==> src/rtl/gccsb_pkg.sv <==
// shared constants, codes and controller/datapath interface types for the grid binner
`default_nettype none

package gccsb_pkg;

   // default values of the top-level parameters
   localparam int GRID_SIDE_DEF     = 64;
   localparam int MAX_PARTICLES_DEF = 1024;
   localparam int COORD_BITS_DEF    = 16;

   // fixed field widths
   localparam int MODE_W   = 2;
   localparam int CNT_W    = 11;
   localparam int CIDX_W   = 12;
   localparam int SLOT_W   = 11;
   localparam int PID_W    = 10;
   localparam int CSIZE_W  = 12;
   localparam int REM_W    = CSIZE_W + 1;

   // configuration port
   localparam int CSR_ADDR_W = 3;
   localparam int CSR_DATA_W = 32;
   localparam int CSR_IDX_W  = CSR_ADDR_W - 2;
   localparam logic [CSR_IDX_W-1:0] REG_CELL_SIZE = 1'b0;
   localparam logic [CSIZE_W-1:0]   CELL_SIZE_RST = 12'd16;

   // saturation limit of every count, start and slot
   localparam logic [CNT_W-1:0] CNT_MAX = '1;

   // operation codes
   localparam logic [MODE_W-1:0] MODE_CLEAR = 2'd0;
   localparam logic [MODE_W-1:0] MODE_COUNT = 2'd1;
   localparam logic [MODE_W-1:0] MODE_BUILD = 2'd2;
   localparam logic [MODE_W-1:0] MODE_PLACE = 2'd3;

   // controller to datapath commands
   typedef struct packed {
      logic capture;
      logic div_step;
      logic mul_step;
      logic lin_step;
      logic mem_rd;
      logic update;
      logic sweep_en;
      logic clr_cnt;
      logic clr_plc;
      logic build_rd;
      logic emit;
   } ctrl_cmd_type;

   // datapath to controller status
   typedef struct packed {
      logic div_last;
      logic sweep_last;
   } dp_status_type;

endpackage

`default_nettype wire

==> src/rtl/gccsb_ctrl.sv <==
// sequencing state machine of the grid binner
`default_nettype none

module gccsb_ctrl (
   input  wire logic                     clock,
   input  wire logic                     reset,
   input  wire logic                     start,
   input  wire logic [gccsb_pkg::MODE_W-1:0] req_mode,
   input  wire gccsb_pkg::dp_status_type status,
   output gccsb_pkg::ctrl_cmd_type       cmd,
   output logic                          busy,
   output logic                          rsp_valid
);
   import gccsb_pkg::*;

   localparam int ST_W = 4;
   localparam logic [ST_W-1:0] S_INIT    = 4'd0;
   localparam logic [ST_W-1:0] S_IDLE    = 4'd1;
   localparam logic [ST_W-1:0] S_CLR     = 4'd2;
   localparam logic [ST_W-1:0] S_BUILD   = 4'd3;
   localparam logic [ST_W-1:0] S_BLD_END = 4'd4;
   localparam logic [ST_W-1:0] S_DONE    = 4'd5;
   localparam logic [ST_W-1:0] S_DIV     = 4'd6;
   localparam logic [ST_W-1:0] S_MUL     = 4'd7;
   localparam logic [ST_W-1:0] S_LIN     = 4'd8;
   localparam logic [ST_W-1:0] S_READ    = 4'd9;
   localparam logic [ST_W-1:0] S_UPD     = 4'd10;

   logic [ST_W-1:0] state_ff;
   logic [ST_W-1:0] state_in;
   logic            rsp_valid_ff;

   // next state and commands
   always_comb begin
      cmd      = '0;
      state_in = state_ff;
      case (state_ff)
         S_INIT: begin
            cmd.sweep_en = 1'b1;
            cmd.clr_cnt  = 1'b1;
            cmd.clr_plc  = 1'b1;
            if (status.sweep_last) state_in = S_IDLE;
         end
         S_IDLE: begin
            if (start) begin
               cmd.capture = 1'b1;
               case (req_mode)
                  MODE_CLEAR: state_in = S_CLR;
                  MODE_BUILD: state_in = S_BUILD;
                  default:    state_in = S_DIV;
               endcase
            end
         end
         S_CLR: begin
            cmd.sweep_en = 1'b1;
            cmd.clr_cnt  = 1'b1;
            if (status.sweep_last) state_in = S_DONE;
         end
         S_BUILD: begin
            cmd.sweep_en = 1'b1;
            cmd.build_rd = 1'b1;
            if (status.sweep_last) state_in = S_BLD_END;
         end
         // last start write drains from the read pipeline
         S_BLD_END: state_in = S_DONE;
         S_DONE: begin
            cmd.emit = 1'b1;
            state_in = S_IDLE;
         end
         S_DIV: begin
            cmd.div_step = 1'b1;
            if (status.div_last) state_in = S_MUL;
         end
         S_MUL: begin
            cmd.mul_step = 1'b1;
            state_in     = S_LIN;
         end
         S_LIN: begin
            cmd.lin_step = 1'b1;
            state_in     = S_READ;
         end
         S_READ: begin
            cmd.mem_rd = 1'b1;
            state_in   = S_UPD;
         end
         S_UPD: begin
            cmd.update = 1'b1;
            cmd.emit   = 1'b1;
            state_in   = S_IDLE;
         end
         default: state_in = S_IDLE;
      endcase
   end

   // state and result strobe
   always_ff @(posedge clock) begin
      if (reset) begin
         state_ff     <= S_INIT;
         rsp_valid_ff <= 1'b0;
      end else begin
         state_ff     <= state_in;
         rsp_valid_ff <= cmd.emit;
      end
   end

   assign busy      = (state_ff != S_IDLE);
   assign rsp_valid = rsp_valid_ff;

   // result strobe lasts a single cycle
   a_strobe_single: assert property (@(posedge clock) disable iff (reset)
      rsp_valid |=> !rsp_valid)
      else $error("result strobe held longer than one cycle");

   // an accepted transaction makes the block busy
   a_accept_busy: assert property (@(posedge clock) disable iff (reset)
      (start && !busy) |=> busy)
      else $error("accepted transaction did not raise busy");

   // a result only follows work in progress
   a_result_after_work: assert property (@(posedge clock) disable iff (reset)
      rsp_valid |-> $past(busy))
      else $error("result without a transaction in progress");

endmodule

`default_nettype wire

==> config.mk <==
export PLATFORM = sky130hd
export DESIGN_NAME = gccsb_ctrl
export DESIGN_NICKNAME = d
export VERILOG_FILES = /design/src/rtl/gccsb_pkg.sv /design/src/rtl/gccsb_ctrl.sv
export SDC_FILE = /design/constraint.sdc
export NUM_CORES = 1
export LEC_CHECK = 0
export ABC_CLOCK_PERIOD_IN_PS = 1500
export BUFFER_PORTS_ARGS = -buffer_cell sky130_fd_sc_hd__buf_2
export CORE_AREA = 2 2 39 41
export DETAILED_ROUTE_END_ITERATION = 12
export DIE_AREA = 0 0 41 43
export HOLD_SLACK_MARGIN = 0.02
export PLACE_DENSITY = 0.52
export SLEW_MARGIN = 20
export SYNTH_ARGS = -nofsm -noshare
export SYNTH_HDL_FRONTEND = slang
export SYNTH_SLANG_ARGS = --single-unit
==> constraint.sdc <==
create_clock -name clock -period 1.5 [get_ports clock]
set_input_delay 0.075 -clock clock [delete_from_list [all_inputs] [get_ports clock]]
set_output_delay 0.075 -clock clock [all_outputs]
set_load 0.005 [all_outputs]
## Word level (Yosys, flattened, before mapping)

Cells that the tools add are included.

- Logic and storage cells: 44
- Bits of input ports: 7
- Bits in read-only memories: 0
- Memory bits (writable): 0
- Bits in registers: 5
- Latch bits: 0
- Output and inout port bits: 13
- Memories: 0

- Eq/ne operators: 17
- $mul: 0
- Order comparisons: 0
- Bitwise operators: 0
- Div/mod/pow operators: 0
- Reductions and logical operators: 6
- $add $sub $neg: 0
- Muxes and demuxes: 19
- Shift-type cells: 0

Operator list:

| kind | count |
|---|---|
| one-hot mux 4 bit (9 select lines) | 1 |
| two-way mux 4 bit | 5 |
| equality test 4 x 3 -> 1 bit, second input constant | 4 |
| equality test 4 bit, second input constant | 3 |
| two-way mux 1 bit | 12 |
| inequality test 2 bit, second input constant | 5 |
| equality test 4 x 2 -> 1 bit, second input constant | 2 |
| one-hot mux 3 bit (2 select lines) | 1 |
| AND reduction 5 bit | 1 |
| equality test 4 x 1 -> 1 bit, second input constant | 1 |
| logical NOT 4 bit | 1 |
| inequality test 4 x 1 -> 1 bit, second input constant | 1 |
| OR reduction 2 bit | 2 |
| OR reduction 3 bit | 1 |
| equality test 2 bit, second input constant | 1 |
| logical NOT 2 bit | 1 |

## Longest topological paths before layout

- Depth after elaboration: 4
- Depth in mapped cells: 5
- Mapped depth without buffers: 4

## Least setup slack after synthesis

No wires, ideal clock.

- Kind: reg-to-reg
- Start: register state_ff[1]
- End: register state_ff[0]
- Path slack: 172 ps
- Data arrival time: 1211 ps
- Period minus slack after synthesis: 1328 ps
- Required time: 1383 ps
- Stages on the path, launching flop included: 5
- Path through: dfxtp_1 > and3b_1 > a2111oi_4 > a211o_2 > a21oi_2

- Word-level cells in the longest chain between the ends: 3
- Elaborated cells between the ends (all ways): 16
- Those cells by class: eq/ne (13); mux (1); reduce/logical (2)

RTL lines:

| element | line | RTL |
|---|---|---|
| start, declared | gccsb_ctrl.sv:29 | `logic [ST_W-1:0] state_ff;` |
| start signal, assigned | gccsb_ctrl.sv:101 | `state_ff <= state_in;` |
| equality test 4 x 3 -> 1 bit, or another cell as far along | gccsb_ctrl.sv:37 | `case (state_ff)` |
| inequality test 2 bit (no source line) | -- |  |
| AND reduction 5 bit (no source line) | -- |  |

Parallel ways exist; a longest one is shown, timed or not.
A chain may end at the register's enable or synchronous reset.

## Worst setup path in the final report

Same ends and word-level chain as after synthesis.

==> flow_summary.yaml <==
clock_tree:
  root_buffer: "clkbuf_4"
  clkSinkCount: 5
  h-tree-depth: 1
  path_clk_slew_ns: 0.04
  cts_hold_buf: 0
  cts_tree: "yes"
  cts-buffers-inserted: 3
  clk_latency_ns: 0.23
  max-clock-path-buffers: 2
layout:
  fillers: 156
  diodes: 0
  drive_gt1_share_pct: 55.1
  final_core_util_pct: 40.1
  syn_to_final_growth_pct: 49.0
  final_nets: 77
critical_path:
  worst-setup-path-type: "reg2reg"
  crit_required_ns: 1.62
  startpoint_type: "flop"
  cp_data_arrival_time_ns: 1.54
  critPathCaptureType: "flop"
  cp_max_fo: 7
timing:
  slew_violations: 0
  slew_headroom_pct: 72.7
  worst_slew_pin_slew_ns: 0.410
  worst_slack_ns: 0.0806
  finalCritPeriodShare_pct: 94.6
  period_needed_ns: 1.42
  setup_viol: 0
  fin_tns_setup_ns: 0
  hold_violations: 0
  timing.fmax_mhz: 705
  rsz0062_at_grt: "false"
  holdWs_ns: 0.0685
  skew_ns: 0.000285
grt:
  grt_antenna_before_repair: 0
  grt_pass1_wl_microns: 1520
  overflow: 0
  grt_pass1_vias: 366
  track_usage_pct: 12.8
  grt_max_degree: 13
power:
  power_frac_comb_pct: 44.1
  internal_power_mw: 0.387
  power.total_mw: 0.590
  switching_share_pct: 34.4
  ir_worst_vdd_uv: 478
  cellLeakagePower_nw: 0.261
  power.share.sequential_pct: 31.2
  p_switching_mw: 0.203
  p_clk_share_pct: 24.7
  p_per_area_nw_per_um2: 1060
yosys:
  synth_xor_area_share_pct: 0
  synth_compound_area_share_pct: 27.2
  synthSimpleGateAreaFrac_pct: 38.6
  syn_nets: 52
  synth_cell_types: 26
  synth_mux_area_share_pct: 0
  yosysTopAreaCell: "dfxtp_1"
  syn_avg_cell_area_sq_um: 8.29
  ys_warn_count: 0
  synth_top_area_share_pct: 26.8
  syn_area_sq_um: 373
  synth_fa_ha_area_share_pct: 0
  syn_inst: 45
  synth_area_leaders: "dfxtp_1 27%, a2111oi_4 7.4%, nor2_1 5.0%"
  ys_seq_elements: 5
  synth_top_family_by_area: "simple AND/OR/NAND/NOR gates"
  seq_area_frac_synth_pct: 26.8
die:
  fp.dieH_microns: 43
  initial_core_util_pct: 26.9
  core_region_area_sq_um: 1380
  rows: 14
  io_pins: 20
  dieWidth_microns: 41
  die-area_sq_um: 1760
detailed_routing:
  via_count: 407
  dr.pass1.iters: 2
  ant_nets: 0
  avgViaCountPerCell: 4.79
  drt_iter0_drc: 8
  wl_per_cell_microns: 11.5
  route.detailed.drc: 0
  routed_wl_microns: 980
worst_hold_path:
  hold_class: "in2reg"
job:
  max_cap_viol_count: 0
placement:
  dp_hpwl_microns: 747
  place_ws_ns: 0.0884
  io_buffers: 19
  gp_congestion: 0.749
status:
  status: "finished, final reports clean"
-- logic make-up after synthesis --
family                 Yosys count
AO/OA/AOI/OAI                   11
flip-flops                       5
buffers and inverters            5
AND/OR/NAND/NOR                 24
-- cell usage after synthesis --
cell and instances:
o21ai_2 1, and3b_1 1, inv_1 2, buf_4 2, nor4_1 1, nor2b_1 2
nor4b_1 2, a2bb2oi_1 1, dfxtp_1 5, nand2_1 3, a211o_2 1, nor2_1 5
buf_2 1, o21ai_0 2, nand2b_2 1, and3_1 2, a31o_1 1, a2111oi_4 1
o41ai_1 1, nor3_1 2, and2b_1 1, or3b_2 1, nand2b_1 1, nor3b_1 2
a21oi_2 1, a21oi_1 2
-- layer usage --
layer	global-route usage (%)	routed length, microns	up-vias
met3	1.57	24	2
met1	14.5	431	185
met2	20.9	506	7
met4	8.00	18	0
li1	-	-	213
met5	0	0	-
-- flip-flops by register name, indices dropped and copies added, names as in the netlist --
| name | count |
|---|---|
| rsp_valid | 1 |
| state_ff | 4 |
-- layout make-up --
class                           count  area, sq um  share of cell area [%]
Inverter                            2         7.51                    1.35
Timing Repair Buffer               23          125                    22.5
Sequential cell                     5          103                    18.5
Tap cell                           16         20.0                    3.60
Multi-Input combinational cell     35          274                    49.3
Clock buffer                        4         26.3                    4.73
-- power by group through the flow --
stage / clock [mW] / sequential (mW) / combinational, mW
after floorplan: 0 / 0.164 / 0.172
final: 0.146 / 0.184 / 0.260
after detailed placement: 0 / 0.181 / 0.243
after CTS: 0.152 / 0.180 / 0.247
after global placement: 0 / 0.181 / 0.244
after global routing: 0.162 / 0.187 / 0.288
-- repair_timing --
item	4_1_cts	5_1_grt
gates resized for setup	2	6
buffers inserted	0	0
pin swaps	0	1
endpoints found under the setup margin	5	11
-- per-stage QoR --
stage | instances | cell area [sq um]
6_report | 85 | 556
5_1_grt | 85 | 556
4_1_cts | 85 | 528
3_5_place_dp | 81 | 498
3_3_place_gp | 81 | 498
2_1_floorplan | 45 | 373
-- final timing paths --
path                             startpoint           to  slack, ns  depth (start not counted)
worst max-delay path            state_ff[1]  state_ff[0]       0.08                          4
worst min-delay path                  reset  state_ff[0]       0.07                          2
worst max register to register  state_ff[1]  state_ff[0]       0.08                          4
worst min register to register  state_ff[0]  state_ff[1]       0.59                          2
-- placed cells by master (no fill, tap or decap), types with 2 or more instances in the layout --
cell and n:
a21oi_1 2, buf_2 19, dfxtp_1 3, nor3_1 2, dfxtp_2 2, nor2_1 5
nand2_1 3, and3_1 2, clkbuf_4 3, nor3b_1 2, buf_4 4, o21ai_0 2
-- worst max-delay path, stage by stage (launching register included) --
cell and delay [ns]:
dfxtp_1 0.36, nand2b_2 0.24, a2111oi_4 0.48, a211o_2 0.18, a21oi_2 0.05
Power figures use the tool's default switching activity.
